`src/rtl/core/isc_pkg.sv`:
```
// Package for the itemset support counter.
// Request and register codes, default sizes and the token that runs down the cell chain.
// No dependencies.
package isc_pkg;

    localparam int DEF_MAX_PATTERNS = 64;
    localparam int DEF_MAX_WORDS    = 4;
    localparam int DEF_COUNT_BITS   = 32;

    localparam int REQ_W     = 2;
    localparam int PIDX_W    = 6;
    localparam int WIDX_W    = 2;
    localparam int DATA_W    = 64;
    localparam int SUPPORT_W = 32;
    localparam int CFG_W     = 7;
    localparam int PUSE_W    = 7;
    localparam int WPT_W     = 3;
    localparam int ID_W      = 11;
    localparam int NW_W      = 8;

    localparam logic [REQ_W-1:0] REQ_WRITE_PATTERN = 2'd0;
    localparam logic [REQ_W-1:0] REQ_TRANS_WORD    = 2'd1;
    localparam logic [REQ_W-1:0] REQ_READ_SUPPORT  = 2'd2;
    localparam logic [REQ_W-1:0] REQ_CLEAR_ALL     = 2'd3;

    localparam logic CFG_PATTERNS_IN_USE = 1'b0;
    localparam logic CFG_WORDS_PER_TRANS = 1'b1;

    typedef struct packed {
        logic                 valid;
        logic [REQ_W-1:0]     req;
        logic [PIDX_W-1:0]    pidx;
        logic [WIDX_W-1:0]    widx;
        logic [DATA_W-1:0]    data;
        logic                 word_ok;
        logic                 last;
        logic [ID_W-1:0]      npat;
        logic [SUPPORT_W-1:0] count;
    } t_token;

endpackage

```
`src/rtl/core/isc_cell.sv`:
```
// One pattern cell: pattern words, miss flag and support counter.
// Acts on the passing token and hands it on to the next cell. Depends on isc_pkg.
module isc_cell import isc_pkg::*; #(
    parameter int CELL_ID    = 0,
    parameter int MAX_WORDS  = DEF_MAX_WORDS,
    parameter int COUNT_BITS = DEF_COUNT_BITS
) (
    input  logic   i_clk,
    input  logic   i_rst_n,
    input  t_token i_tok,
    output t_token o_tok
);

    localparam int WSEL_W = (MAX_WORDS > 1) ? $clog2(MAX_WORDS) : 1;

    logic [DATA_W-1:0]     r_pat [MAX_WORDS];
    logic                  r_miss;
    logic [COUNT_BITS-1:0] r_count;
    t_token                r_tok;
    t_token                n_tok;

    logic [NW_W-1:0]       widx_ext;
    logic [WSEL_W-1:0]     wsel;
    logic                  hit;
    logic                  in_use;
    logic                  wr_ok;
    logic                  miss_now;
    logic                  is_trans;
    logic [63:0]           cnt_ext;

    always_comb begin
        widx_ext = NW_W'(i_tok.widx);
        wsel     = widx_ext[WSEL_W-1:0];
        hit      = ID_W'(i_tok.pidx) == ID_W'(CELL_ID);
        in_use   = ID_W'(CELL_ID) < i_tok.npat;
        wr_ok    = widx_ext < NW_W'(MAX_WORDS);
        is_trans = i_tok.valid && (i_tok.req == REQ_TRANS_WORD) && i_tok.word_ok;
        miss_now = r_miss | (|(r_pat[wsel] & ~i_tok.data));
        cnt_ext  = 64'(r_count);
        n_tok    = i_tok;
        if (i_tok.valid && (i_tok.req == REQ_READ_SUPPORT) && hit) begin
            n_tok.count = cnt_ext[SUPPORT_W-1:0];
        end
    end

    always_ff @(posedge i_clk) begin
        if (i_tok.valid && (i_tok.req == REQ_WRITE_PATTERN) && hit && wr_ok) begin
            r_pat[wsel] <= i_tok.data;
        end
    end

    always_ff @(posedge i_clk) begin
        if (!i_rst_n) begin
            r_miss  <= 1'b0;
            r_count <= '0;
        end else begin
            if (is_trans) begin
                if (i_tok.last) begin
                    r_miss <= 1'b0;
                    if (in_use && !miss_now && (r_count != '1)) begin
                        r_count <= r_count + COUNT_BITS'(1);
                    end
                end else if (in_use) begin
                    r_miss <= miss_now;
                end
            end
            if (i_tok.valid && (i_tok.req == REQ_CLEAR_ALL)) begin
                r_count <= '0;
            end
        end
    end

    always_ff @(posedge i_clk) begin
        if (!i_rst_n) begin
            r_tok.valid <= 1'b0;
        end else begin
            r_tok <= n_tok;
        end
    end

    assign o_tok = r_tok;

endmodule
```
`config.mk`:
```
export PLATFORM = sky130hd
export DESIGN_NAME = isc_cell
export DESIGN_NICKNAME = d
export VERILOG_FILES = /design/src/rtl/core/isc_pkg.sv /design/src/rtl/core/isc_cell.sv
export SDC_FILE = /design/constraint.sdc
export NUM_CORES = 1
export LEC_CHECK = 0
export BUFFER_PORTS_ARGS = -buffer_cell sky130_fd_sc_hd__buf_4
export CAP_MARGIN = 30
export CORE_MARGIN = 2
export CORE_UTILIZATION = 40
export DETAILED_ROUTE_END_ITERATION = 6
export PLACE_DENSITY_LB_ADDON = 0.1
export SYNTH_ARGS = -nofsm -noshare
export SYNTH_HDL_FRONTEND = slang
export SYNTH_SLANG_ARGS = --single-unit
```
`constraint.sdc`:
```
create_clock -name i_clk -period 6.8 [get_ports i_clk]
set_clock_uncertainty 0.05 [all_clocks]
set_input_delay 1.36 -clock i_clk [delete_from_list [all_inputs] [get_ports i_clk]]
set_output_delay 1.36 -clock i_clk [all_outputs]
set_load 0.02 [all_outputs]
```
Word-level counts from Yosys, hierarchy flattened
Memories as Yosys holds them, arrays and structs flattened. Cells that the tools add are included. W data, S select, Z words.

RAM bits: 256. Flip-flop bits (word level): 153. Memories: 1. Output and inout port bits: 120.

Memory list: r_pat (depth 4, bits a word 64, rd ports 1, clocked after Yosys merged registers in 0, write ports 1, line isc_cell.sv:16) `logic [DATA_W-1:0] r_pat [MAX_WORDS];`.

$add $sub $neg: 1. Equal/unequal tests: 4. Bitwise gates (word level): 4. Reductions and logical operators: 17. $lt $le $gt $ge: 1. Muxes and demuxes: 5.

Operators with widths (count): $and A64 B64 Y64 (1); $not A64 Y64 (1); $reduce_or A64 Y1 (1); $add A32 B1 Y32 const B (1); $mux W32 (1); $ne A32 B32 Y1 const B (1); $lt A1 B11 Y1 const A (1); $logic_and A1 B1 Y1 (9); $logic_not A6 Y1 (1); $eq A2 B2 Y1 const B (2); $mux W1 (4); $reduce_and A3 Y1 (1); $eq A2 B1 Y1 const B (1); $logic_not A2 Y1 (1); $reduce_and A2 Y1 (1); $reduce_bool A2 Y1 (1); $reduce_or A2 Y1 (1); $logic_not A1 Y1 (1); $not A1 Y1 (1); $or A1 B1 Y1 (1).

Depth between registers and ports, before layout
Depth in word-level cells: 8. Gate-level depth with buffers: 14. Gate-level depth less buffers: 8.

Worst setup path after synthesis
No wires, ideal clock.

Kind: input -> register. Start point: in i_tok[109] (netlist bit). End point: mem r_pat[0][0], enable pin. Slack: -305 ps. Stages: 6. Required time: 6185 ps. Data arrival time: 6491 ps. Path buffers: 5. Library setup time: 565 ps. Cells stage by stage: buf_4 buf_6 buf_6 buf_4 buf_4 nor3_1.

RTL lines: start: declaration (line isc_cell.sv:10) `input t_token i_tok,`; end: declaration (line isc_cell.sv:16).

No word-level cell before the write port.

Final worst setup path
Start point: in i_tok[109] (netlist bit). End point: reg r_count[8].

Word-level cells in the longest chain between the ends: 8.

RTL lines: $mem_v2 Z4 W64; $and A64 B64 Y64 (line isc_cell.sv:38) `miss_now = r_miss | (|(r_pat[wsel] & ~i_tok.data));`; $reduce_or A64 Y1 (line isc_cell.sv:38); $or A1 B1 Y1 (line isc_cell.sv:38); $logic_not A1 Y1 (line isc_cell.sv:60) `if (in_use && !miss_now && (r_count != '1)) begin`; $logic_and A1 B1 Y1 (2 in a row) (line isc_cell.sv:60); $reduce_and A3 Y1 (no source line); end signal: assignment (line isc_cell.sv:61) `r_count <= r_count + COUNT_BITS'(1);`; end: declaration (line isc_cell.sv:18) `logic [COUNT_BITS-1:0] r_count;`.

No other way between the ends. A chain may end at the register's enable or synchronous reset.

==> key figures <==
Status
  – Outcome: finished, final reports clean

Drt
  – DR iter-0 viols: 449
  – Post-route DRC violation count: 0
  – Number of vias after detailed routing: 8639
  – Vias/cell: 5.06
  – Number of detailed-route iterations in the first pass: 4
  – Routed Wire Length: 33400 um
  – Wirelength per Cell: 19.6 um
  – Final antenna-violating net count: 0

Setup path
  – Launch point of the worst path: i_tok[109]
  – Setup crit start kind: primary input
  – Launch point of the worst reg-to-reg path: r_pat[3][24]$_DFFE_PP_
  – Data required time at the worst endpoint: around 7.2 ns
  – Capturing element type of the critical path: flop
  – Slowest-stage cell, CP: nor4b_4
  – Crit-path cells: buf_4 > buf_4 > mux4_2 > nor2b_1 > nor3_1 > nand3_1 > nor4b_4 > nand2_2 > or4_1 > a21oi_1
  – Delay of the slowest cell on the worst path: between 0.6 and 0.7 ns
  – Worst reg2reg endpoint: r_count[8]$_SDFFE_PP0P_
  – Register-to-register setup slack: 3.11 ns
  – Crit path kind: in -> reg
  – Most prevalent standard cell on the critical path: buf_4
  – Top fanout value on the critical path: 44
  – Data arrival time of the worst path: 5.31 ns
  – Length in cells of the worst reg-to-reg path: 8

Global route
  – Tot GR Track Use: 16.3%
  – Vias in the first global route: a little under 9000
  – GR Util met3: under 10%
  – First-pass GRT wire length: ~51000 um
  – Number of antenna violations at the first check in global routing: 0
  – Global routing met2 resource utilization: ~27%
  – M1 GR Usage: 21.6%
  – Largest net degree at the start of global routing: 69
  – Total congestion overflow: 0
  – Layer with the highest usage after global routing: met2

CTS
  – Clk Latency, worst-skew pair: 0.56 ns
  – Post-CTS Setup Repair Bufs: 0
  – TritonCTS buffer count: 45
  – TritonCTS clock tree: done
  – Clock transition at the registers of the reported paths: 0.06 ns
  – Hold buffers post-CTS: 0
  – CTS max path bufs: 3
  – Clock net sink count: 409
  – Clock root buffer: clkbuf_16
  – H-tree levels: 2
  – Count of instances resized after the clock tree is built: 0

Floorplanning
  – Number of placement rows: 72
  – CORE AREA: 38800 sq um
  – Die outline area: 41000 sq um
  – Die width: 203 um
  – Chip Height: 203 um
  – I/O Pins: 242
  – Starting utilization of the core area: 40.6%

Logic synthesis
  – Unique cell type count in the Yosys netlist: just over 50
  – Yosys warnings: 0
  – Seq/Total Area, Yosys: 75.7%
  – Number of synthesized flops with an enable pin: between 300 and 400
  – Number of synthesized register bits: just over 400
  – Synthesized area per cell: 17.7 sq um
  – Share of flip-flops with an asynchronous set or reset after synthesis: 0%
  – Syn nets: 1015
  – Mapped Cells: 892
  – Primary FF master, synth: edfxtp_1
  – Mapped cell area: ~16000 sq um

Min path
  – Class of the tightest hold or removal check: reg -> reg
  – Hold path depth: 2
  – Origin of the worst min-delay path: r_count[30]$_SDFFE_PP0P_
  – Hold Crit Endpoint: r_count[30]$_SDFFE_PP0P_

Timing
  – Final worst path period need: 4.89 ns
  – Setup-violating endpoint count in the final report: 0
  – Smallest setup slack after layout: between 1.5 and 2 ns
  – Worst Hold Slack: 0.432 ns
  – Hold Fails Final Rpt: 0
  – Unrepaired setup endpoints after global routing: no
  – Aggregate negative setup slack: 0 ns
  – Total count of max-transition violations in the final report: 0
  – Part of the cycle the worst path needs: between 70% and 80%
  – Tightest Pin Transition: 1.01 ns
  – Achievable clock frequency: 0.204 GHz
  – Slew Limit Headroom: 32.3%

Pwr
  – Final Power: 5.61 mW
  – P_leak: 6.95 nW
  – Cell Pwr Density: 285 nW/um^2
  – Worst vdd rail ir drop: ~0.00016 V

Place
  – Number of buffer cells added on primary ports: 241
  – Placed Cells: 1630
  – Post-place setup slack: around 1.2 ns
  – Final weighted congestion in routability-driven placement: 0.761
  – Placed inst area: ~18000 sq um
  – Detailed placement HPWL: 21100 um

Finish
  – Final Cell Area: 19600 sq um
  – Synthesis-to-layout area growth: 24.6%
  – Antenna cells: 0
  – Fin util: 50.6%
  – Post-route insts no fill: 1709
  – Post-layout net count: 1282
  – Number of fillers in the final layout: around 3200
  – Fraction of layout cells with a size suffix above 1: about a third

Run
  – Max Cap Violations: 0
[power by group]
group | switching [mW] | internal, mW | leakage (nW)
logic | 0.213 | 0.168 | 2.49
clock network | 0.949 | 1.45 | 0.722
registers | 0.0151 | 2.81 | 3.74
[worst max path at each step]
stage,end,cells past startpoint,slack (ns)
CTS,r_count[8]$_SDFFE_PP0P_,9,1.81
global placement,r_count[8]$_SDFFE_PP0P_,9,1.28
global route,r_count[8]$_SDFFE_PP0P_,10,1.56
finish,r_count[8]$_SDFFE_PP0P_,10,1.91
detailed placement,r_count[8]$_SDFFE_PP0P_,9,1.22
floorplan,r_pat[0][0]$_DFFE_PP_,6,1.65
[cells by family (layout without fill, tap and decap cells)]
group                    after synthesis  count (layout)  share of synthesized area, %
AO/OA/AOI/OAI                         87              87                          3.69
XOR/XNOR                               5               5                         0.278
adder cells (fa/ha/maj)                1               1                        0.0793
buffers and inverters                 59             358                          1.98
flip-flops                           409             409                          75.7
multiplexers                         129             129                          11.0
AND/OR/NAND/NOR                      202             202                          7.20
[layout make-up]
class                           instances  area (sq um)  area share, %
Clock buffer                           59          1260           6.42
Clock inverter                         20           206           1.05
Tap cell                              518           648           3.30
Multi-Input combinational cell        424          3550           18.1
Timing Repair Buffer                  253          1940           9.87
Inverter                               26          97.6          0.497
Sequential cell                       409         11900           60.8
[registers in the layout, indices dropped and copies added, names as in the netlist]
register / flops
r_pat: 256
r_count: 32
o_tok: 120
r_miss: 1
[routing by layer]
layer	part of all wire [%]	wire, um
met5	0	0
met4	2.1	711
met3	4.7	1560
met2	50	16600
met1	43	14500
[synthesized netlist by cell type (3+ instances only)]
cell,n,area (sq um)
edfxtp_1,375,11300
nor2b_1,3,18.8
buf_6,9,101
o21a_1,4,30.0
mux2_2,30,338
inv_1,23,86.3
or3_1,16,100
nand4_1,14,87.6
dfxtp_1,34,681
o32ai_1,11,96.3
and2_1,4,25.0
nand2_1,29,109
nor4_1,16,100
and3_1,5,31.3
buf_4,4,30.0
nand2b_1,26,163
mux4_2,33,743
xor2_1,5,43.8
nor3_1,21,105
or2_2,14,87.6
a22oi_1,7,52.6
clkbuf_1,12,45.0
or4_1,3,22.5
a21oi_1,17,85.1
nor2_1,22,82.6
o21ai_0,21,105
mux2i_1,66,661
nand3_1,21,105
buf_2,7,35.0
o22ai_1,14,87.6
[cell usage in the layout, fill, tap and decap left out, types with 22 or more instances in the layout]
| master | netlist | routed |
|---|---|---|
| edfxtp_1 | 375 | 375 |
| nand2b_1 | 26 | 26 |
| mux2_2 | 30 | 30 |
| clkbuf_16 | 0 | 47 |
| buf_4 | 4 | 251 |
| nor2_1 | 22 | 22 |
| nand2_1 | 29 | 29 |
| inv_1 | 23 | 23 |
| mux2i_1 | 66 | 66 |
| dfxtp_1 | 34 | 34 |
| mux4_2 | 33 | 33 |
[critical path: cells and delay by family]
kind,cells,cell delay (ns)
AO/OA/AOI/OAI,1,0.14
buffers and inverters,2,1.08
multiplexers,1,0.55
AND/OR/NAND/NOR,6,2.12
Note: power is estimated with default switching activity, not from simulation.
