==> src/rtl/core/isc_pkg.sv <==
// Package for the itemset support counter.
// Request and register codes, default sizes and the token that runs down the cell chain.
// No dependencies.
package isc_pkg;

    localparam int DEF_MAX_PATTERNS = 64;
    localparam int DEF_MAX_WORDS    = 4;
    localparam int DEF_COUNT_BITS   = 32;

    localparam int REQ_W     = 2;
    localparam int PIDX_W    = 6;
    localparam int WIDX_W    = 2;
    localparam int DATA_W    = 64;
    localparam int SUPPORT_W = 32;
    localparam int CFG_W     = 7;
    localparam int PUSE_W    = 7;
    localparam int WPT_W     = 3;
    localparam int ID_W      = 11;
    localparam int NW_W      = 8;

    localparam logic [REQ_W-1:0] REQ_WRITE_PATTERN = 2'd0;
    localparam logic [REQ_W-1:0] REQ_TRANS_WORD    = 2'd1;
    localparam logic [REQ_W-1:0] REQ_READ_SUPPORT  = 2'd2;
    localparam logic [REQ_W-1:0] REQ_CLEAR_ALL     = 2'd3;

    localparam logic CFG_PATTERNS_IN_USE = 1'b0;
    localparam logic CFG_WORDS_PER_TRANS = 1'b1;

    typedef struct packed {
        logic                 valid;
        logic [REQ_W-1:0]     req;
        logic [PIDX_W-1:0]    pidx;
        logic [WIDX_W-1:0]    widx;
        logic [DATA_W-1:0]    data;
        logic                 word_ok;
        logic                 last;
        logic [ID_W-1:0]      npat;
        logic [SUPPORT_W-1:0] count;
    } t_token;

endpackage

==> src/rtl/core/isc_entry.sv <==
// Configuration registers and request decode at the head of the cell chain.
// Depends on isc_pkg.
module isc_entry import isc_pkg::*; #(
    parameter int MAX_PATTERNS = DEF_MAX_PATTERNS,
    parameter int MAX_WORDS    = DEF_MAX_WORDS
) (
    input  logic              i_clk,
    input  logic              i_rst_n,
    input  logic              i_cfg_we,
    input  logic              i_cfg_idx,
    input  logic [CFG_W-1:0]  i_cfg_data,
    input  logic              i_take,
    input  logic [REQ_W-1:0]  i_req_type,
    input  logic [PIDX_W-1:0] i_pattern_index,
    input  logic [WIDX_W-1:0] i_word_index,
    input  logic [DATA_W-1:0] i_data_word,
    output t_token            o_tok
);

    logic [PUSE_W-1:0] r_pat_use;
    logic [WPT_W-1:0]  r_words;
    logic [NW_W-1:0]   nw;
    logic [NW_W-1:0]   widx_ext;
    logic [ID_W-1:0]   puse_ext;

    always_ff @(posedge i_clk) begin
        if (!i_rst_n) begin
            r_pat_use <= PUSE_W'(64);
            r_words   <= WPT_W'(4);
        end else if (i_cfg_we) begin
            case (i_cfg_idx)
                CFG_PATTERNS_IN_USE: r_pat_use <= i_cfg_data[PUSE_W-1:0];
                CFG_WORDS_PER_TRANS: r_words   <= i_cfg_data[WPT_W-1:0];
                default: ;
            endcase
        end
    end

    always_comb begin
        if (r_words == '0) begin
            nw = NW_W'(1);
        end else if (NW_W'(r_words) > NW_W'(MAX_WORDS)) begin
            nw = NW_W'(MAX_WORDS);
        end else begin
            nw = NW_W'(r_words);
        end
        widx_ext = NW_W'(i_word_index);
        puse_ext = ID_W'(r_pat_use);

        o_tok.valid   = i_take;
        o_tok.req     = i_req_type;
        o_tok.pidx    = i_pattern_index;
        o_tok.widx    = i_word_index;
        o_tok.data    = i_data_word;
        o_tok.word_ok = widx_ext < nw;
        o_tok.last    = widx_ext == (nw - NW_W'(1));
        o_tok.npat    = (puse_ext > ID_W'(MAX_PATTERNS)) ? ID_W'(MAX_PATTERNS) : puse_ext;
        o_tok.count   = '0;
    end

endmodule

==> config.mk <==
export PLATFORM = sky130hd
export DESIGN_NAME = isc_entry
export DESIGN_NICKNAME = d
export VERILOG_FILES = /design/src/rtl/core/isc_pkg.sv /design/src/rtl/core/isc_entry.sv
export SDC_FILE = /design/constraint.sdc
export NUM_CORES = 1
export LEC_CHECK = 0
export ABC_AREA = 1
export BUFFER_PORTS_ARGS = -buffer_cell sky130_fd_sc_hd__buf_2
export CAP_MARGIN = 20
export CORE_AREA = 2 2 80 82
export CTS_BUF_LIST = sky130_fd_sc_hd__clkbuf_8 sky130_fd_sc_hd__clkbuf_16
export CTS_CLUSTER_DIAMETER = 80
export CTS_CLUSTER_SIZE = 28
export DETAILED_ROUTE_END_ITERATION = 6
export DIE_AREA = 0 0 82 84
export GPL_ROUTABILITY_DRIVEN = 1
export MAX_ROUTING_LAYER = met4
export PLACE_DENSITY = 0.64
export SLEW_MARGIN = 20
export SYNTH_ARGS = -nofsm -noshare
export SYNTH_HDL_FRONTEND = slang
export SYNTH_SLANG_ARGS = --single-unit
==> constraint.sdc <==
create_clock -name i_clk -period 2.75 [get_ports i_clk]
set_input_delay 0.825 -clock i_clk [delete_from_list [all_inputs] [get_ports i_clk]]
set_output_delay 0.825 -clock i_clk [all_outputs]
set_load 0.01 [all_outputs]
-- After elaboration in Yosys (flattened, before gate mapping)
Index checks and enable logic that the tools add are counted.
Widths: inputs -> output; s select.
- register bits after elaboration: 10
- word-level logic and storage cells: 14
- muxes and demuxes: 3
- equality and inequality tests: 1
- $add $sub $neg: 1
- bitwise gates (word level): 1
- magnitude comparators: 3
- reduce and logical (&&, ||, !) cells: 3
- operator list (kind ; count):
    $eq 2x8->1 ; 1
    $lt 2x8->1 ; 1
    $sub 8x1->8 const B ; 1
    $gt 7x7->1 const B ; 1
    $mux 7 ; 1
    $mux 3 ; 2
    $reduce_and 2->1 ; 2
    $gt 3x3->1 const B ; 1
    $logic_not 3->1 ; 1
    $not 1->1 ; 1

-- Logic depth before layout (Yosys ltp)
Gate-level depths: netlist of the first run.
- depth after elaboration: 5
- depth in mapped cells: 8
- depth with buffers taken out: 8

-- Worst setup path before layout of the first run
No wires, ideal clock.
- path kind: in2out
- from: input i_word_index[1]
- to: output o_tok[44] (netlist bit)
- stages on the path: 4
- required time: 1925 ps
- arrival time: 1440 ps
- buffers on the path: 0
- slack: 485 ps
- cell sequence: ha_1 > inv_1 > nor2_1 > o21ai_0
- RTL lines (item ; RTL line ; RTL):
    from (decl) ; isc_entry.sv:15 ; input logic [WIDX_W-1:0] i_word_index,
    to (decl) ; isc_entry.sv:17 ; output t_token o_tok

==> results of run 1 <==
## final timing paths
| path | start | to | slack [ps] | cells past startpoint |
|---|---|---|---|---|
| min reg2reg | r_words[0] | r_words[0] | 490 | 2 |
| min | r_words[0] | r_words[0] | 490 | 2 |
| max | r_words[0] | o_tok[43] | 250 | 8 |
| max reg2reg | r_pat_use[6] | r_pat_use[6] | 2090 | 2 |
## cell usage after synthesis (2+ instances only)
cell type / instances
sky130_fd_sc_hd__nand2_1: 5
sky130_fd_sc_hd__o21ai_0: 9
sky130_fd_sc_hd__buf_4: 111
sky130_fd_sc_hd__inv_1: 12
sky130_fd_sc_hd__clkbuf_2: 2
sky130_fd_sc_hd__inv_2: 2
sky130_fd_sc_hd__nor2_1: 20
sky130_fd_sc_hd__dfxtp_1: 10
sky130_fd_sc_hd__a21oi_1: 6
sky130_fd_sc_hd__ha_1: 4
## layout make-up
class,count,area [µm²],share of cell area [%]
Tap cell,77,96.3,10.3
Clock buffer,4,55.1,5.88
Inverter,15,61.3,6.55
Sequential cell,10,200,21.4
Multi-Input combinational cell,87,408,43.6
Timing Repair Buffer,23,115,12.3
## cell usage in the layout (no fill, tap or decap), drive strengths merged, types with 4 or more instances in the layout
| cell | count |
|---|---|
| clkbuf | 4 |
| o21ai | 9 |
| buf | 23 |
| dfxtp | 10 |
| nand2 | 7 |
| ha | 4 |
| conb | 36 |
| nor2 | 20 |
| inv | 15 |
| a21oi | 6 |
## worst max-delay path, delay by kind of cell, from the launching register on
kind	cells	cell delay, ps
flip-flops	1	310
buffers and inverters	3	280
adder cells (fa/ha/maj)	2	440
AO/OA/AOI/OAI	1	200
AND/OR/NAND/NOR	2	200
## power groups by stage
stage                     registers (mW)  logic, mW  clock network (mW)
after floorplan                    0.162      0.219                   0
after global placement             0.165     0.0929                   0
after detailed placement           0.166     0.0946                   0
after CTS                          0.163     0.0951               0.196
after global routing               0.164      0.111               0.208
final                              0.163     0.0942               0.188
## registers in the layout, indices dropped and copies added, names as in the netlist
register	flops
r_words	3
r_pat_use	7
## cell families after synthesis
family	after synthesis	synth area share, %
compound gates	16	5.96
buf+inv	129	65.6
other cells	1	0.271
simple gates	30	9.48
flops	10	14.5
xor+xnor	1	0.632
fa+ha+maj	4	3.61
## metal layers
layer	share of wire, %	vias up	wire [µm]	GRT usage [%]
met5	0	-	0	-
met4	13	0	304	10.0
met3	16	46	361	4.33
met2	40	66	932	9.31
met1	31	290	724	6.07
li1	-	328	-	-
## metrics by stage
step / util [%] / hold WS [ps] / power, mW
after floorplan: - / 429 / 0.381
after global placement: 14.4 / 459 / 0.258
after detailed placement: 14.4 / 483 / 0.261
after CTS: 15.4 / 493 / 0.454
after global routing: 15.4 / 537 / 0.483
final: 15.4 / 485 / 0.445
==> impl_metrics.env, run 1 <==
export IMPL_power_density_cell_area_nw_per_um2=475
export IMPL_row_count=29
export IMPL_ant_nets=0
export IMPL_post_cts_hold_buffer_count=0
export IMPL_setup_tns_final_ps=0
export IMPL_nFillCells=725
export IMPL_timing_max_cap_violations=0
export IMPL_num_vias=730
export IMPL_internal_power_mw=0.312
export IMPL_clock_latency_reported_for_the_late_side_of_the_worst_skew_pair_ps=240
export IMPL_clockPowerShare_pct=42.2
export IMPL_holdCritPathClass="flip-flop to flip-flop"
export IMPL_clock_skew_final_ps=0
export IMPL_setup_violations=0
export IMPL_wire_per_inst_um=10.8
export IMPL_worstSetupStartpointType="flip-flop"
export IMPL_nNetsFinal=230
export IMPL_yosys_most_used_dff="sky130_fd_sc_hd__dfxtp_1"
export IMPL_core_region_area_um2=6100
export IMPL_detail_route_first_pass_iterations=4
export IMPL_cts_sinks=10
export IMPL_finalWorstPathRequiredPeriod_ps=2500
export IMPL_cts_buffers=3
export IMPL_dp_cells=212
export IMPL_mean_cell_area_of_the_mapped_netlist_um2=7.25
export IMPL_fp_dieH_um=84
export IMPL_grtUsageTotal_pct=7.27
export IMPL_floorplan_initialDensity_pct=22.7
export IMPL_rsz0062_at_grt="no"
export IMPL_htree_levels=1
export IMPL_slowest_stage="sky130_fd_sc_hd__dfxtp_1"
export IMPL_insertedDiodeCount=0
export IMPL_synthToLayoutAreaGrowth_pct=-32.4
export IMPL_design_die_area_um2=6890
export IMPL_cp_cell_sequence="inv_1, a21oi_1, inv_1, ha_1, ha_1, nand2_1, nor3_1, buf_2"
export IMPL_synth_cells=191
export IMPL_clock_tree_from_tritoncts="done"
export IMPL_worstPathArrival_ps=1680
export IMPL_power_sequential_fraction_pct=36.6
export IMPL_end_kind="output port"
export IMPL_power_leakage_nw=0.491
export IMPL_dr_first_iter_drc_count=10
export IMPL_clk_root_buffer_cell="sky130_fd_sc_hd__clkbuf_8"
export IMPL_synth_distinct_cells=20
export IMPL_fin_crit_sh_pct=91.0
export IMPL_synth_seq_area_share_pct=14.5
export IMPL_antenna_found_initial=0
export IMPL_worst_ir_drop_vdd_uv=173
export IMPL_fmax_mhz=400
export IMPL_power_share_combinational_pct=21.2
export IMPL_worstPathRequired_ps=1930
export IMPL_grt_pass1_vias=664
export IMPL_hold_viol_final=0
export IMPL_grt_first_pass_wirelength_mm=3.43
export IMPL_routabilityCongestion=0.667
export IMPL_run_status="complete, no violations"
export IMPL_global_route_overflow_total=0
export IMPL_ys_warnings_count=0
export IMPL_largest_net_degree_at_the_start_of_global_routing=11
export IMPL_place_area_um2=881
export IMPL_switching_power_mw=0.133
export IMPL_power_share_switching_pct=29.9
export IMPL_post_route_worst_setup_slack_ps=249
export IMPL_count_of_flip_flops_with_a_built_in_enable_after_synthesis=0
export IMPL_maxSlewViolCount=0
export IMPL_synth_ff_latch_count=10
export IMPL_synthDominantCellAreaShare_pct=60.2
export IMPL_synth_largest_area_cell="sky130_fd_sc_hd__buf_4"
export IMPL_max_stage_delay_ps=310
export IMPL_die_width_um=82
export IMPL_totalWireLength_mm=2.32
export IMPL_final_area_um2=936
export IMPL_kind_of_critical_path="flip-flop to output port"
export IMPL_cts_clk_slew_worst_paths_ps=50
export IMPL_io_buffer_count=23
export IMPL_final_instance_count_excl_fill=216
export IMPL_place_ws_ps=285
export IMPL_clk_path_buf_depth=2
export IMPL_crit_fanout=2
export IMPL_ioPinCount=206
export IMPL_route_detailed_drc=0
export IMPL_final_layout_size_suffix_gt1_share_pct=23.7
export IMPL_place_detailed_hpwl_mm=1.92
export IMPL_cts_setup_buffers=0
export IMPL_ctsResizeCount=0
export IMPL_synth_top_cells_by_area="sky130_fd_sc_hd__buf_4 (60%), sky130_fd_sc_hd__dfxtp_1 (14%), sky130_fd_sc_hd__nor2_1 (5.4%)"
export IMPL_synth_cell_area_um2=1390
export IMPL_vias_per_cell=3.38
export IMPL_async_flop_share_pct=0
(Power assumes the default switching activity.)
==> run 2: changes to the inputs <==
--- a/config.mk
+++ b/config.mk
@@ -16,7 +16,7 @@
 export DIE_AREA = 0 0 82 84
 export GPL_ROUTABILITY_DRIVEN = 1
 export MAX_ROUTING_LAYER = met4
-export PLACE_DENSITY = 0.64
+export PLACE_DENSITY = 0.74
 export SLEW_MARGIN = 20
 export SYNTH_ARGS = -nofsm -noshare
 export SYNTH_HDL_FRONTEND = slang
==> run 2 against run 1 <==
  * Sequential power hardly changed
  * Fmax grew 0.73%
  * Critical path depth stayed put
  * Routed wire length decreased by 5.3%
  * Power decreased by 0.62%
  * Sequential share of layout area unchanged
  * Largest cell class unchanged
  * Highest routed layer unchanged
==> impl_metrics.env, run 2 (synthesized netlist as in run 1, its figures left out) <==
export IMPL_final_layout_size_suffix_gt1_share_pct=23.7
export IMPL_crit_fanout=2
export IMPL_grtUsageTotal_pct=6.47
export IMPL_final_common_cell="sky130_fd_sc_hd__conb_1"
export IMPL_top_layer="met4"
export IMPL_wl_met3_um=359
export IMPL_timing_critical_path_max_delay_family="adder cells"
export IMPL_clock_skew_final_ps=0
export IMPL_max_stage_delay_ps=310
export IMPL_largest_net_degree_at_the_start_of_global_routing=11
export IMPL_cts_setup_buffers=0
export IMPL_setup_violations=0
export IMPL_clock_tree_from_tritoncts="done"
export IMPL_setup_tns_final_ps=0
export IMPL_worstPathArrival_ps=1660
export IMPL_kind_of_critical_path="flip-flop to output port"
export IMPL_post_cts_hold_buffer_count=0
export IMPL_largest_registers="r_pat_use x7, r_words x3"
export IMPL_detail_route_first_pass_iterations=3
export IMPL_clk_path_buf_depth=2
export IMPL_clk_root_buffer_cell="sky130_fd_sc_hd__clkbuf_8"
export IMPL_met2WireLength_um=860
export IMPL_place_detailed_hpwl_mm=1.82
export IMPL_ctsResizeCount=0
export IMPL_ant_nets=0
export IMPL_timing_max_cap_violations=0
export IMPL_cp_cell_sequence="inv_1, a21oi_1, inv_1, ha_1, ha_1, nand2_1, nor3_1, buf_2"
export IMPL_htree_levels=1
export IMPL_routabilityCongestion=0.745
export IMPL_insertedDiodeCount=0
export IMPL_holdCritPathClass="flip-flop to flip-flop"
export IMPL_nFillCells=706
export IMPL_run_status="complete, no violations"
export IMPL_io_buffer_count=23
export IMPL_end_kind="output port"
export IMPL_rsz0062_at_grt="no"
export IMPL_dr_first_iter_drc_count=4
export IMPL_registers_top_by_ff_count="r_pat_use"
export IMPL_holdWs_ps=480
export IMPL_synthToLayoutAreaGrowth_pct=-32.4
export IMPL_nNetsFinal=230
export IMPL_num_vias=707
export IMPL_most_common_layout_cells="sky130_fd_sc_hd__conb_1 (36), sky130_fd_sc_hd__buf_2 (23), sky130_fd_sc_hd__nor2_1 (20)"
export IMPL_cts_sinks=10
export IMPL_finalWorstPathRequiredPeriod_ps=2480
export IMPL_worstPathRequired_ps=1930
export IMPL_detail_route_wirelength_met1_um=696
export IMPL_die_width_um=82
export IMPL_cts_buffers=3
export IMPL_maxSlewViolCount=0
export IMPL_fp_dieH_um=84
export IMPL_ff_latch_area_um2=200
export IMPL_design_die_area_um2=6890
export IMPL_floorplan_initialDensity_pct=22.7
export IMPL_fin_crit_sh_pct=90.3
export IMPL_core_region_area_um2=6100
export IMPL_largest_register_ffs=7
export IMPL_grt_first_pass_wirelength_mm=3.09
export IMPL_power_density_cell_area_nw_per_um2=472
export IMPL_grt_pass1_vias=618
export IMPL_antenna_found_initial=0
export IMPL_vias_per_cell=3.27
export IMPL_fmax_mhz=403
export IMPL_row_count=29
export IMPL_clock_latency_reported_for_the_late_side_of_the_worst_skew_pair_ps=230
export IMPL_multi_input_comb_area_um2=408
export IMPL_hold_viol_final=0
export IMPL_critPathBufInv=3
export IMPL_global_route_overflow_total=0
export IMPL_route_detailed_drc=0
export IMPL_cts_clk_slew_worst_paths_ps=50
export IMPL_slowest_stage="sky130_fd_sc_hd__dfxtp_1"
export IMPL_totalWireLength_mm=2.20
export IMPL_power_leakage_nw=0.491
export IMPL_worstSetupStartpointType="flip-flop"
export IMPL_ioPinCount=206
export IMPL_wire_per_inst_um=10.2
export IMPL_worst_ir_drop_vdd_uv=164
run 2: cell counts in the layout (fill, tap and decap cells not counted):
No cell type changed its count.
run 2: power breakdown:
part / switching, mW / internal [mW]
combinational: 0.0629 / 0.0305
sequential: 0.00766 / 0.155
clock: 0.0599 / 0.126
run 2: area by class of cell:
cell class,instances,area share [%]
Multi-Input combinational cell,87,43.6
Sequential cell,10,21.4
Timing Repair Buffer,23,12.3
Tap cell,77,10.3
Inverter,15,6.55
Clock buffer,4,5.88
run 2: final timing paths:
| check | slack, ps | cells after the start | end | startpoint |
|---|---|---|---|---|
| setup / recovery | 270 | 8 | o_tok[43] | r_words[0] |
| hold / removal | 480 | 2 | r_words[0] | r_words[0] |
| setup reg to reg | 2080 | 2 | r_pat_use[6] | r_pat_use[6] |
| hold reg to reg | 480 | 2 | r_words[0] | r_words[0] |
run 2: layer usage:
layer / track usage, % / vias to the layer above
met5: - / -
met4: 8.64 / 0
met3: 4.76 / 36
met2: 7.98 / 57
met1: 5.24 / 286
li1: - / 328
run 2: through the flow:
stage                     cells  power, mW  worst slack [ps]  cell area [µm²]  utilization, %
after floorplan             226      0.381               485             1520               -
after global placement      212      0.257               366              881            14.4
after detailed placement    212      0.260               340              881            14.4
after CTS                   216      0.451               228              936            15.4
after global routing        216      0.474               142              936            15.4
final                       216      0.442               267              936            15.4
run 2: tightest hold or removal path, stage by stage (launching register included):
cell,delay [ps]
sky130_fd_sc_hd__dfxtp_1,300
sky130_fd_sc_hd__inv_1,70
sky130_fd_sc_hd__a21oi_1,60
